`config.mk`:
```
export PLATFORM = sky130hd
export DESIGN_NAME = sparse_triple_matrix_multiply
export DESIGN_NICKNAME = d
export VERILOG_FILES = /design/src/rtl/core/stmm_pkg.sv /design/src/rtl/core/stmm_ram.sv /design/src/rtl/core/stmm_store.sv /design/src/rtl/core/stmm_mac.sv /design/src/rtl/core/sparse_triple_matrix_multiply.sv
export SDC_FILE = /design/constraint.sdc
export NUM_CORES = 2
export LEC_CHECK = 0
export BUFFER_PORTS_ARGS = -buffer_cell sky130_fd_sc_hd__buf_2
export CAP_MARGIN = 10
export CORE_UTILIZATION = 57
export DETAILED_ROUTE_END_ITERATION = 16
export PLACE_DENSITY = 0.73
export SLEW_MARGIN = 20
export SYNTH_ARGS = -nofsm -noshare
export SYNTH_HDL_FRONTEND = slang
export SYNTH_SLANG_ARGS = --single-unit
```
`constraint.sdc`:
```
create_clock -name aclk -period 10.98 [get_ports aclk]
set_input_delay 1.098 -clock aclk [delete_from_list [all_inputs] [get_ports aclk]]
set_output_delay 1.098 -clock aclk [all_outputs]
set_load 0.02 [all_outputs]
```
`src/rtl/core/stmm_pkg.sv`:
```
// Shared types and constants of the sparse triple matrix multiply block.
// Holds the payload words, pipeline tags, state encoding and request codes.
// No dependencies.
`default_nettype none

package stmm_pkg;

    localparam int ROW_W    = 3;
    localparam int ELEM_W   = 16;
    localparam int SUM_W    = 32;
    localparam int REQ_W    = 2;
    localparam int CFG_W    = 3;
    localparam int CFG_IDX_W = 2;

    // Request codes of the input word.
    localparam logic [REQ_W-1:0] REQ_LOAD_A = 2'd0;
    localparam logic [REQ_W-1:0] REQ_LOAD_B = 2'd1;
    localparam logic [REQ_W-1:0] REQ_MULT   = 2'd2;

    // Configuration register indexes.
    localparam logic [CFG_IDX_W-1:0] CFG_LAST_ROW_A = 2'd0;
    localparam logic [CFG_IDX_W-1:0] CFG_LAST_INNER = 2'd1;
    localparam logic [CFG_IDX_W-1:0] CFG_LAST_COL_B = 2'd2;
    localparam logic [CFG_W-1:0]     CFG_RESET_VAL  = 3'd7;

    // A value of zero marks an absent entry.
    localparam logic [ELEM_W-1:0] EMPTY_SET = '0;

    typedef struct packed {
        logic [REQ_W-1:0]         req_type;
        logic [ROW_W-1:0]         row_index;
        logic [ROW_W-1:0]         col_index;
        logic signed [ELEM_W-1:0] elem_value;
    } stmm_in_t;

    typedef struct packed {
        logic [ROW_W-1:0]        out_row;
        logic [ROW_W-1:0]        out_col;
        logic signed [SUM_W-1:0] out_value;
        logic                    last_entry;
        logic                    no_nonzero;
    } stmm_out_t;

    // Tag that travels with one multiply-accumulate step.
    typedef struct packed {
        logic             valid;
        logic             first;
        logic             last;
        logic [ROW_W-1:0] row;
        logic [ROW_W-1:0] col;
    } stmm_tag_t;

    // Finished product entry leaving the multiply-accumulate unit.
    typedef struct packed {
        logic             hit;
        logic [ROW_W-1:0] row;
        logic [ROW_W-1:0] col;
        logic [SUM_W-1:0] value;
    } stmm_res_t;

    typedef enum logic [2:0] {
        ST_IDLE,
        ST_LOAD_WR,
        ST_RUN,
        ST_DRAIN,
        ST_FINISH
    } stmm_state_t;

endpackage

`default_nettype wire

```
`src/rtl/core/stmm_ram.sv`:
```
// Generic single-write, single-read RAM with a registered read port.
// No dependencies.
`default_nettype none

module stmm_ram #(
    parameter int WIDTH = 16,
    parameter int DEPTH = 64
) (
    input  wire logic                     aclk,
    input  wire logic                     wr_en,
    input  wire logic [$clog2(DEPTH)-1:0] wr_addr,
    input  wire logic [WIDTH-1:0]         wr_data,
    input  wire logic                     rd_en,
    input  wire logic [$clog2(DEPTH)-1:0] rd_addr,
    output logic      [WIDTH-1:0]         rd_data
);

    logic [WIDTH-1:0] mem_reg [DEPTH];

    always_ff @(posedge aclk) begin
        if (wr_en) begin
            mem_reg[wr_addr] <= wr_data;
        end
        if (rd_en) begin
            rd_data <= mem_reg[rd_addr];
        end
    end

endmodule

`default_nettype wire

```
`src/rtl/core/stmm_store.sv`:
```
// One matrix store: a RAM plus one valid bit per entry, so that a clear wipes every entry at once.
// An entry that is not valid reads as zero. Depends on stmm_ram.
`default_nettype none

module stmm_store #(
    parameter int WIDTH = 16,
    parameter int DEPTH = 64
) (
    input  wire logic                     aclk,
    input  wire logic                     aresetn,
    input  wire logic                     clear,
    input  wire logic                     wr_en,
    input  wire logic [$clog2(DEPTH)-1:0] wr_addr,
    input  wire logic [WIDTH-1:0]         wr_data,
    input  wire logic                     rd_en,
    input  wire logic [$clog2(DEPTH)-1:0] rd_addr,
    output logic      [WIDTH-1:0]         rd_data
);

    logic [DEPTH-1:0] valid_reg, valid_next;
    logic             rd_valid_reg, rd_valid_next;
    logic [WIDTH-1:0] ram_q;

    stmm_ram #(
        .WIDTH(WIDTH),
        .DEPTH(DEPTH)
    ) u_ram (
        .aclk    (aclk),
        .wr_en   (wr_en),
        .wr_addr (wr_addr),
        .wr_data (wr_data),
        .rd_en   (rd_en),
        .rd_addr (rd_addr),
        .rd_data (ram_q)
    );

    always_comb begin
        valid_next = valid_reg;
        if (clear) begin
            valid_next = '0;
        end else if (wr_en) begin
            valid_next[wr_addr] = 1'b1;
        end
        rd_valid_next = rd_en ? valid_reg[rd_addr] : rd_valid_reg;
    end

    always_ff @(posedge aclk) begin
        if (!aresetn) begin
            valid_reg    <= '0;
            rd_valid_reg <= 1'b0;
        end else begin
            valid_reg    <= valid_next;
            rd_valid_reg <= rd_valid_next;
        end
    end

    assign rd_data = rd_valid_reg ? ram_q : '0;

    // The sequencer never writes an entry in the cycle that wipes the store.
    assert property (@(posedge aclk) disable iff (!aresetn) clear |-> !wr_en)
        else $error("store written during clear");

endmodule

`default_nettype wire

```
`src/rtl/core/stmm_mac.sv`:
```
// Shared multiply-accumulate unit: a registered product, then a 32-bit accumulate.
// Depends on stmm_pkg for the tag and result types.
`default_nettype none

module stmm_mac
    import stmm_pkg::*;
#(
    parameter int VALUE_BITS = 16
) (
    input  wire logic                         aclk,
    input  wire logic                         aresetn,
    input  wire logic                         adv,
    input  wire stmm_tag_t                    tag_in,
    input  wire logic signed [VALUE_BITS-1:0] a_data,
    input  wire logic signed [VALUE_BITS-1:0] b_data,
    output logic                              busy,
    output stmm_res_t                         res
);

    logic signed [2*VALUE_BITS-1:0] prod_full;
    logic [SUM_W-1:0]               prod_reg, prod_next;
    logic [SUM_W-1:0]               acc_reg, acc_next;
    logic [SUM_W-1:0]               sum;
    stmm_tag_t                      tag_reg, tag_next;

    assign prod_full = a_data * b_data;

    always_comb begin
        prod_next = prod_reg;
        tag_next  = tag_reg;
        acc_next  = acc_reg;
        // The first step of each product entry starts the sum afresh.
        sum = (tag_reg.first ? '0 : acc_reg) + prod_reg;
        if (adv) begin
            prod_next = SUM_W'(prod_full);
            tag_next  = tag_in;
            if (tag_reg.valid) begin
                acc_next = sum;
            end
        end
    end

    always_ff @(posedge aclk) begin
        if (!aresetn) begin
            tag_reg <= '0;
        end else begin
            tag_reg <= tag_next;
        end
    end

    always_ff @(posedge aclk) begin
        prod_reg <= prod_next;
        acc_reg  <= acc_next;
    end

    assign busy      = tag_reg.valid;
    assign res.hit   = adv && tag_reg.valid && tag_reg.last && (sum != '0);
    assign res.row   = tag_reg.row;
    assign res.col   = tag_reg.col;
    assign res.value = sum;

endmodule

`default_nettype wire

```
`src/rtl/core/sparse_triple_matrix_multiply.sv`:
```
// Sparse triple matrix multiply: load words deposit (row, column, value) triples of A
// or B, a multiply word emits the nonzero entries of C = A x B row-major, the last one
// marked, or a single empty-flagged word when C has none. A load that is kept reads the
// addressed store and then writes the sum back in ST_LOAD_WR; a dropped load is only
// accepted. A multiply issues one step of the single multiply-accumulate unit per
// (row, column, inner) index within the limits, then drains the pipeline and finishes,
// and waits while the result side holds off. Both stores clear together at the end of a
// multiply through per-entry valid bits, so there is no clearing pass after reset.
// Depends on stmm_pkg, stmm_store, stmm_ram and stmm_mac.
`default_nettype none

module sparse_triple_matrix_multiply
    import stmm_pkg::*;
#(
    parameter int DIM        = 8,
    parameter int VALUE_BITS = 16
) (
    input  wire logic                 aclk,
    input  wire logic                 aresetn,
    input  wire logic                 cfg_wr_en,
    input  wire logic [CFG_IDX_W-1:0] cfg_addr,
    input  wire logic [CFG_W-1:0]     cfg_wdata,
    input  wire logic                 s_valid,
    output logic                      s_ready,
    input  wire stmm_in_t             s_data,
    output logic                      m_valid,
    input  wire logic                 m_ready,
    output stmm_out_t                 m_data
);

    localparam int DEPTH  = DIM * DIM;
    localparam int ADDR_W = $clog2(DEPTH);
    localparam int IDX_W  = $clog2(DIM);
    localparam logic [ROW_W-1:0] MAX_IDX = ROW_W'(DIM - 1);

    stmm_state_t state_reg, state_next;

    logic [CFG_W-1:0] last_row_a_reg, last_inner_reg, last_col_b_reg;
    logic [IDX_W-1:0] lim_r, lim_i, lim_c;

    logic [IDX_W-1:0] row_ctr_reg, row_ctr_next;
    logic [IDX_W-1:0] col_ctr_reg, col_ctr_next;
    logic [IDX_W-1:0] inner_ctr_reg, inner_ctr_next;

    logic                  ld_sel_b_reg, ld_sel_b_next;
    logic [ADDR_W-1:0]     ld_addr_reg, ld_addr_next;
    logic [VALUE_BITS-1:0] ld_val_reg, ld_val_next;

    stmm_tag_t tag1_reg, tag1_next;
    stmm_out_t out_reg, out_next;
    stmm_out_t pend_reg, pend_next;
    logic      m_valid_reg, m_valid_next;
    logic      pend_valid_reg, pend_valid_next;

    logic                  accept, is_load, is_b, ld_ok, ld_rd;
    logic                  adv, issue, ld_wr, fin_fire, last_step;
    logic [ROW_W-1:0]      chk_r, chk_c;
    logic signed [31:0]    elem_ext;
    logic [ADDR_W-1:0]     in_addr, a_run_addr, b_run_addr;
    logic                  a_rd_en, b_rd_en;
    logic [ADDR_W-1:0]     a_rd_addr, b_rd_addr;
    logic [VALUE_BITS-1:0] a_q, b_q, ld_old, ld_sum;
    logic                  mac_busy;
    stmm_res_t             res;

    // Configuration registers and their clamped limits.
    always_ff @(posedge aclk) begin
        if (!aresetn) begin
            last_row_a_reg <= CFG_RESET_VAL;
            last_inner_reg <= CFG_RESET_VAL;
            last_col_b_reg <= CFG_RESET_VAL;
        end else if (cfg_wr_en) begin
            unique case (cfg_addr)
                CFG_LAST_ROW_A: last_row_a_reg <= cfg_wdata;
                CFG_LAST_INNER: last_inner_reg <= cfg_wdata;
                CFG_LAST_COL_B: last_col_b_reg <= cfg_wdata;
                default: ;
            endcase
        end
    end

    assign lim_r = (last_row_a_reg > MAX_IDX) ? IDX_W'(DIM - 1) : IDX_W'(last_row_a_reg);
    assign lim_i = (last_inner_reg > MAX_IDX) ? IDX_W'(DIM - 1) : IDX_W'(last_inner_reg);
    assign lim_c = (last_col_b_reg > MAX_IDX) ? IDX_W'(DIM - 1) : IDX_W'(last_col_b_reg);

    // Load decode.
    assign accept  = s_valid && s_ready;
    assign is_b    = (s_data.req_type == REQ_LOAD_B);
    assign is_load = (s_data.req_type == REQ_LOAD_A) || is_b;
    assign chk_r   = is_b ? ROW_W'(lim_i) : ROW_W'(lim_r);
    assign chk_c   = is_b ? ROW_W'(lim_c) : ROW_W'(lim_i);
    assign ld_ok   = is_load && (s_data.elem_value != EMPTY_SET)
                     && (s_data.row_index <= chk_r) && (s_data.col_index <= chk_c);
    assign elem_ext = 32'(s_data.elem_value);
    assign in_addr  = ADDR_W'(s_data.row_index) * ADDR_W'(DIM) + ADDR_W'(s_data.col_index);

    assign a_run_addr = ADDR_W'(row_ctr_reg) * ADDR_W'(DIM) + ADDR_W'(inner_ctr_reg);
    assign b_run_addr = ADDR_W'(inner_ctr_reg) * ADDR_W'(DIM) + ADDR_W'(col_ctr_reg);
    assign last_step  = (inner_ctr_reg == lim_i) && (col_ctr_reg == lim_c)
                        && (row_ctr_reg == lim_r);

    // Next state.
    always_comb begin
        state_next = state_reg;
        unique case (state_reg)
            ST_IDLE: begin
                if (accept && s_data.req_type == REQ_MULT) begin
                    state_next = ST_RUN;
                end else if (accept && ld_ok) begin
                    state_next = ST_LOAD_WR;
                end
            end
            ST_LOAD_WR: state_next = ST_IDLE;
            ST_RUN: begin
                if (issue && last_step) begin
                    state_next = ST_DRAIN;
                end
            end
            ST_DRAIN: begin
                if (!tag1_reg.valid && !mac_busy) begin
                    state_next = ST_FINISH;
                end
            end
            ST_FINISH: begin
                if (fin_fire) begin
                    state_next = ST_IDLE;
                end
            end
            default: state_next = ST_IDLE;
        endcase
    end

    // Sequencer outputs.
    always_comb begin
        s_ready  = (state_reg == ST_IDLE);
        // The multiply pipeline holds while a finished word waits at the output.
        adv      = !(m_valid_reg && !m_ready);
        issue    = (state_reg == ST_RUN) && adv;
        ld_rd    = (state_reg == ST_IDLE) && s_valid && ld_ok;
        ld_wr    = (state_reg == ST_LOAD_WR);
        fin_fire = (state_reg == ST_FINISH) && adv;
        a_rd_en   = issue || (ld_rd && !is_b);
        b_rd_en   = issue || (ld_rd && is_b);
        a_rd_addr = issue ? a_run_addr : in_addr;
        b_rd_addr = issue ? b_run_addr : in_addr;
    end

    // Counters, load holding registers and the step tag.
    always_comb begin
        row_ctr_next   = row_ctr_reg;
        col_ctr_next   = col_ctr_reg;
        inner_ctr_next = inner_ctr_reg;
        ld_sel_b_next  = ld_sel_b_reg;
        ld_addr_next   = ld_addr_reg;
        ld_val_next    = ld_val_reg;
        tag1_next      = tag1_reg;
        if (accept) begin
            row_ctr_next   = '0;
            col_ctr_next   = '0;
            inner_ctr_next = '0;
            ld_sel_b_next  = is_b;
            ld_addr_next   = in_addr;
            ld_val_next    = elem_ext[VALUE_BITS-1:0];
        end
        if (adv) begin
            tag1_next.valid = issue;
            tag1_next.first = (inner_ctr_reg == '0);
            tag1_next.last  = (inner_ctr_reg == lim_i);
            tag1_next.row   = ROW_W'(row_ctr_reg);
            tag1_next.col   = ROW_W'(col_ctr_reg);
        end
        if (issue) begin
            if (inner_ctr_reg == lim_i) begin
                inner_ctr_next = '0;
                if (col_ctr_reg == lim_c) begin
                    col_ctr_next = '0;
                    row_ctr_next = row_ctr_reg + 1'b1;
                end else begin
                    col_ctr_next = col_ctr_reg + 1'b1;
                end
            end else begin
                inner_ctr_next = inner_ctr_reg + 1'b1;
            end
        end
    end

    // One finished entry is held back so that the last one can be marked.
    always_comb begin
        out_next        = out_reg;
        pend_next       = pend_reg;
        pend_valid_next = pend_valid_reg;
        m_valid_next    = m_valid_reg && !m_ready;
        if (res.hit) begin
            if (pend_valid_reg) begin
                out_next     = pend_reg;
                m_valid_next = 1'b1;
            end
            pend_next.out_row    = res.row;
            pend_next.out_col    = res.col;
            pend_next.out_value  = res.value;
            pend_next.last_entry = 1'b0;
            pend_next.no_nonzero = 1'b0;
            pend_valid_next      = 1'b1;
        end
        if (fin_fire) begin
            if (pend_valid_reg) begin
                out_next            = pend_reg;
                out_next.last_entry = 1'b1;
            end else begin
                out_next            = '0;
                out_next.last_entry = 1'b1;
                out_next.no_nonzero = 1'b1;
            end
            m_valid_next    = 1'b1;
            pend_valid_next = 1'b0;
        end
    end

    always_ff @(posedge aclk) begin
        if (!aresetn) begin
            state_reg      <= ST_IDLE;
            row_ctr_reg    <= '0;
            col_ctr_reg    <= '0;
            inner_ctr_reg  <= '0;
            tag1_reg       <= '0;
            m_valid_reg    <= 1'b0;
            pend_valid_reg <= 1'b0;
        end else begin
            state_reg      <= state_next;
            row_ctr_reg    <= row_ctr_next;
            col_ctr_reg    <= col_ctr_next;
            inner_ctr_reg  <= inner_ctr_next;
            tag1_reg       <= tag1_next;
            m_valid_reg    <= m_valid_next;
            pend_valid_reg <= pend_valid_next;
        end
    end

    always_ff @(posedge aclk) begin
        ld_sel_b_reg <= ld_sel_b_next;
        ld_addr_reg  <= ld_addr_next;
        ld_val_reg   <= ld_val_next;
        out_reg      <= out_next;
        pend_reg     <= pend_next;
    end

    assign ld_old = ld_sel_b_reg ? b_q : a_q;
    assign ld_sum = ld_old + ld_val_reg;

    stmm_store #(
        .WIDTH(VALUE_BITS),
        .DEPTH(DEPTH)
    ) u_store_a (
        .aclk    (aclk),
        .aresetn (aresetn),
        .clear   (fin_fire),
        .wr_en   (ld_wr && !ld_sel_b_reg),
        .wr_addr (ld_addr_reg),
        .wr_data (ld_sum),
        .rd_en   (a_rd_en),
        .rd_addr (a_rd_addr),
        .rd_data (a_q)
    );

    stmm_store #(
        .WIDTH(VALUE_BITS),
        .DEPTH(DEPTH)
    ) u_store_b (
        .aclk    (aclk),
        .aresetn (aresetn),
        .clear   (fin_fire),
        .wr_en   (ld_wr && ld_sel_b_reg),
        .wr_addr (ld_addr_reg),
        .wr_data (ld_sum),
        .rd_en   (b_rd_en),
        .rd_addr (b_rd_addr),
        .rd_data (b_q)
    );

    stmm_mac #(
        .VALUE_BITS(VALUE_BITS)
    ) u_mac (
        .aclk    (aclk),
        .aresetn (aresetn),
        .adv     (adv),
        .tag_in  (tag1_reg),
        .a_data  (a_q),
        .b_data  (b_q),
        .busy    (mac_busy),
        .res     (res)
    );

    assign m_valid = m_valid_reg;
    assign m_data  = out_reg;

    assert property (@(posedge aclk) disable iff (!aresetn)
        fin_fire |=> m_valid && m_data.last_entry)
        else $error("finished multiply did not present a last word");

    assert property (@(posedge aclk) disable iff (!aresetn)
        m_valid && m_data.no_nonzero |-> m_data.last_entry && m_data.out_value == '0)
        else $error("empty-product word malformed");

    assert property (@(posedge aclk) disable iff (!aresetn)
        m_valid && !m_data.no_nonzero |-> m_data.out_value != '0)
        else $error("zero entry emitted");

    assert property (@(posedge aclk) disable iff (!aresetn)
        state_reg == ST_IDLE |-> !tag1_reg.valid && !mac_busy && !pend_valid_reg)
        else $error("pipeline not empty while idle");

endmodule

`default_nettype wire

```
======== Word-level counts from Yosys, hierarchy flattened ========
Memory sizes are Yosys's and may differ from the RTL's. A register that Yosys moved wholly into a read port is not among the register bits.
Index checks and enable logic that the tools add are counted.
word-level totals
  bits of input ports ..................... 34
  memory bits (writable) .................. 2,048
  logic and storage cells ................. 166
  register bits after elaboration ......... 336
  memories ................................ 2
  output and inout port bits .............. 42
memories
  name                     words  width  rd ports  clocked after memory_dff  write ports  RTL line        text
  u_store_a.u_ram.mem_reg  64     16     1         1                         1            stmm_ram.sv:18  logic [WIDTH-1:0] mem_reg [DEPTH];
  u_store_b.u_ram.mem_reg  64     16     1         1                         1            stmm_ram.sv:18
cells by class
  reductions and logical operators ........ 46
  bitwise logic cells ..................... 4
  $lt $le $gt $ge ......................... 9
  add/subtract/negate cells ............... 8
  multiply operators ...................... 1
  muxes and demuxes ....................... 45
  equality and inequality tests ........... 15
operators by type and width
  operator                                                     number
  2-to-1 mux 40 bit                                            4
  OR 64 bit                                                    2
  2-to-1 mux 3 bit                                             21
  2-to-1 mux 16 bit                                            3
  adder 32 bit                                                 1
  multiplier 16 x 16 -> 32 bit                                 1
  2-to-1 mux 32 bit                                            1
  nonzero test 32 bit                                          1
  logical AND 1 bit                                            21
  less-than comparator 6 x 7 -> 1 bit (second input constant)  3
  adder 6 x 3 -> 6 bit                                         3
  adder 16 bit                                                 1
  nonzero test 16 bit                                          1
  binary-select mux 1 bit (select 6 bit)                       2
  2-to-1 mux 6 bit                                             2
  case mux 3 bit (4 select lines)                              1
  2-to-1 mux 1 bit                                             10
  AND reduction 2 bit                                          5
  adder 3 x 1 -> 3 bit (second input constant)                 3
  equality test 3 bit                                          3
  > comparator 3 bit (second input constant)                   3
  demux 1 bit (select 6 bit)                                   1
  equality test 3 x 2 -> 1 bit (second input constant)         2
  >= comparator 6 x 1 -> 1 bit (second input constant)         1
  15 further kinds                                             32

======== Longest topological paths before layout ========
  depth in word-level cells ............... 10
  depth in mapped cells ................... 25

======== By module ========
Synthesis repeated with hierarchy kept, for this count alone.
unflattened totals
  cells, all modules ...................... 6,290
  area, all modules ....................... 106,382.0 sq um
by module, submodules not included
  module                         area each (sq um)  times used  seq. area each (sq um)  cells an instance
  stmm_ram                       40,202.3           2           31,230.0                1,829
  stmm_mac                       14,348.8           1           2,102.0                 1,517
  sparse_triple_matrix_multiply  6,070.8            1           3,673.5                 497
  stmm_store                     2,778.9            2           1,301.2                 309

======== Worst setup path after synthesis ========
No wires, ideal clock.
  kind .................................... reg-to-reg
  start point ............................. register u_store_a.rd_valid_reg
  end point ............................... memory u_store_a.u_ram.mem_reg[0][13] (data pin)
  buffers on the path ..................... 2
  arrival time ............................ 7.749 ns
  library setup time ...................... 1.229 ns
  data required time ...................... 9.751 ns
  stages on the path, launching flop included .. 12
  path slack .............................. 2.002 ns
  period minus slack after synthesis ...... 8.978 ns
  cell sequence ........................... dfxtp_1 -> clkbuf_1 -> clkbuf_1 -> nand2_1 -> o21ai_0 -> ha_1 -> a21oi_1 -> o21bai_1 -> a31o_2 -> a41oi_1 -> a2111oi_0 -> a211oi_1
on the way
  longest elaborated chain between the ends .. 3
RTL lines
  element                 RTL line                              text
  from (decl)             stmm_store.sv:21                      logic rd_valid_reg, rd_valid_next;
  from (signal assigned)  stmm_store.sv:53                      rd_valid_reg <= rd_valid_next;
  2-to-1 mux 16 bit       stmm_store.sv:57                      assign rd_data = rd_valid_reg ? ram_q : '0;
  2-to-1 mux 16 bit       sparse_triple_matrix_multiply.sv:247  assign ld_old = ld_sel_b_reg ? b_q : a_q;
  adder 16 bit            sparse_triple_matrix_multiply.sv:248  assign ld_sum = ld_old + ld_val_reg;
  via ld_sum[13]          sparse_triple_matrix_multiply.sv:62   logic [VALUE_BITS-1:0] a_q, b_q, ld_old, ld_sum;
  to (decl)               stmm_ram.sv:18
The timed path passes the listed nets, and every way through them passes these cells.

======== Final worst setup path ========
  start point ............................. register u_store_a.rd_valid_reg
  end point ............................... register u_mac.prod_reg[31] (data pin)
on the way
  longest elaborated chain between the ends .. 2
RTL lines
  element                       RTL line          text
  2-to-1 mux 16 bit             stmm_store.sv:57
  multiplier 16 x 16 -> 32 bit  stmm_mac.sv:26    assign prod_full = a_data * b_data;
  via u_mac.prod_full[31]       stmm_mac.sv:20    logic signed [2*VALUE_BITS-1:0] prod_full;
  to (signal assigned)          stmm_mac.sv:52    prod_reg <= prod_next;
  to (decl)                     stmm_mac.sv:21    logic [SUM_W-1:0] prod_reg, prod_next;
The timed path passes the listed nets, and every way through them passes these cells.
A chain may end at the register's enable or synchronous reset.

==> flow_metrics.env <==
export IMPL_clock_latency_ps=890
export IMPL_crit_chain="and2_1 > nand2_1 > fa_1 > fa_1 > fa_1 > inv_1 > fa_1 > fa_1 > inv_1 > fa_1 > inv_1 > ha_1 > a21oi_1 > o21ai_0 > a211oi_1 > o211ai_1 > nand3_1 > nand2_1 > or4_1 > a2111o_1 > o211ai_1"
export IMPL_dr_pass1_iters=6
export IMPL_placed_area_sq_um=109000
export IMPL_r2r_start="u_store_a.rd_valid_reg"
export IMPL_syn_avg_cell_area_sq_um=16.7
export IMPL_synth_edff_count=2245
export IMPL_antenna_left=0
export IMPL_cts_tree="built"
export IMPL_fillers=12677
export IMPL_cts_buffers_inserted=230
export IMPL_startpoint_type="register"
export IMPL_finalCriticalPeriod_ps=7800
export IMPL_hold_buffers=0
export IMPL_wire_per_inst_um=28.2
export IMPL_post_place_ws_ps=3270
export IMPL_finalSetupTns_ps=0
export IMPL_slowest_delay_ps=990
export IMPL_routabilityCongestion=0.935
export IMPL_wl_um=258000
export IMPL_rows=157
export IMPL_crit_fanout=34
export IMPL_root_buffer="clkbuf_16"
export IMPL_start_util_pct=57.5
export IMPL_clockBufferDepth=3
export IMPL_grt_ovfl_total=0
export IMPL_post_route_drc_count=0
export IMPL_layout_setup_ws_ps=3180
export IMPL_crit_top_cell="fa_1"
export IMPL_status="finished clean"
export IMPL_io_pins=76
export IMPL_crit_buf_inv=3
export IMPL_setup_viol=0
export IMPL_synthCells=6326
export IMPL_skew_ps=64.2
export IMPL_pwr_share_seq_pct=51.3
export IMPL_path_clk_slew_ps=70
export IMPL_drt_vias_per_instance=6.34
export IMPL_dieArea_sq_um=187000
export IMPL_tightestPinTransition_ps=1150
export IMPL_maxSlewHeadroom_pct=23.6
export IMPL_slowest_stage="dfxtp_1"
export IMPL_synth_top_cell_area_share_pct=63.9
export IMPL_internal_power_w=0.0156
export IMPL_synth_top_area_cell="edfxtp_1"
export IMPL_startpoint="u_store_a.rd_valid_reg"
export IMPL_die_x_um=432
export IMPL_h_tree_depth=4
export IMPL_via_count=58225
export IMPL_postLayoutCellArea_sq_um=117000
export IMPL_end_kind="register"
export IMPL_finalCritPeriodShare_pct=71.1
export IMPL_ys_ff_latch=2416
export IMPL_min_from="s_data[13]"
export IMPL_max_freq_ghz=0.128
export IMPL_grt_max_degree=137
export IMPL_sw_frac_of_total_pct=23.6
export IMPL_leakage_nw=40.4
export IMPL_yosys_top_cells_area="edfxtp_1 (64%), mux4_2 (11%), fa_1 (5.0%), dfxtp_1 (3.2%), nand2_1 (2.4%)"
export IMPL_cap_violations=0
export IMPL_track_usage_pct=28.0
export IMPL_synth_net_count=6762
export IMPL_finalNetCount=6942
export IMPL_clockPowerShare_pct=39.8
export IMPL_cp_top_family="adder cells"
export IMPL_rsz0062_at_grt="no"
export IMPL_hp_class="primary input to register"
export IMPL_area_growth_pct=11.0
export IMPL_io_buffers=75
export IMPL_ir_drop_v=0.000145
export IMPL_syn_area_sq_um=106000
export IMPL_dpl_hpwl_um=154000
export IMPL_ys_types=86
export IMPL_synth_common_cells="edfxtp_1 (2245), nand2_1 (664), mux4_2 (535)"
export IMPL_ys_flop_type="edfxtp_1"
export IMPL_antenna_found_initial=9
export IMPL_combinationalPowerShare_pct=8.9
export IMPL_async_flop_share_pct=0
export IMPL_maxSlewViolCount=0
export IMPL_ys_warn_count=0
export IMPL_drt_iter0_drc=6846
export IMPL_drive_gt1_share_pct=18.6
export IMPL_power_switching_w=0.00480
export IMPL_die_h_um=432
export IMPL_worstPathArrival_ps=8480
export IMPL_hold_violations=0
export IMPL_ctsResizeCount=0
export IMPL_yosysMostFrequentCell="edfxtp_1"
export IMPL_critPathKind="register to register"
export IMPL_power_density_nw_per_um2=174
export IMPL_grt_pass1_wl_um=383000
export IMPL_core_area_sq_um=183000
export IMPL_cts_sinks=2416
export IMPL_yosysSeqAreaShare_pct=67.1
export IMPL_cp_required_ps=11650
export IMPL_cts_setup_buffers=0
export IMPL_first_global_vias=58913
## logic make-up after synthesis
kind of cell / share of synthesized area (%)
compound gates: 4.78
xor+xnor: 0.556
flops: 67.1
mux: 11.9
simple gates: 6.18
buf+inv: 2.80
fa+ha+maj: 6.64
## layer usage
metal	share of wire [%]	global-route usage, %	vias to the layer above
met5	0.0050	0	-
met4	3.9	10.6	2
met1	38	38.8	30319
met3	8.8	4.74	489
met2	49	45.2	2899
li1	-	-	24516
## cell usage in the layout, fill, tap and decap left out, drive strengths merged, types with 12 or more instances in the layout
cell         n
clkinv      91
and2       105
a21oi      121
dfxtp      171
bufinv      24
a21boi      21
nor2b       80
fa         264
nor4        12
buf        282
xor2        17
a31oi       75
nand4       12
clkbuf     300
clkinvlp    14
mux4       535
inv        350
nand3       80
o21a       141
ha         138
nor3        31
edfxtp    2245
nor2       338
a311oi      66
nand2      665
xnor2       50
o21ai       73
a211oi     114
o21bai      12
mux2i       50
a21o        30
and3        72
## final cells by class
cell class                      instances  area (sq um)  area share (%)
Inverter                              343          1290            1.10
Multi-Input combinational cell       3233         32100            27.4
Timing Repair Buffer                  282          2050            1.75
Sequential cell                      2416         70800            60.4
Antenna cell                            3          7.51         0.00640
Tap cell                             2464          3080            2.63
Clock buffer                          300          6310            5.39
Clock inverter                        136          1530            1.30
## power groups by stage
stage / Combinational [W] / Clock [W] / Sequential (W)
finish: 0.00181 / 0.00811 / 0.0104
global route: 0.00191 / 0.00855 / 0.0104
global placement: 0.00176 / 0 / 0.0106
floorplan: 0.00109 / 0 / 0.0107
CTS: 0.00181 / 0.00821 / 0.0104
detailed placement: 0.00181 / 0 / 0.0106
## path summary, 6_finish.rpt
kind	endpoint	slack, ps	depth (start not counted)
max	u_mac.prod_reg[31]	3180	21
min	ld_val_reg[13]	430	1
max reg2reg	u_mac.prod_reg[31]	3180	21
min reg2reg	pend_reg[36]	430	0
## metrics by stage
| stage | hold slack [ps] | std cells | power, W | util, % |
|---|---|---|---|---|
| 6_report | 430 | 9177 | 0.0204 | 63.9 |
| 5_1_grt | 398 | 9174 | 0.0209 | 63.9 |
| 4_1_cts | 368 | 9174 | 0.0205 | 63.9 |
| 3_5_place_dp | 415 | 8738 | 0.0124 | 59.6 |
| 3_3_place_gp | 415 | 8738 | 0.0124 | 59.6 |
| 2_1_floorplan | 408 | 6326 | 0.0118 | - |
Power figures use the tool's default switching activity.
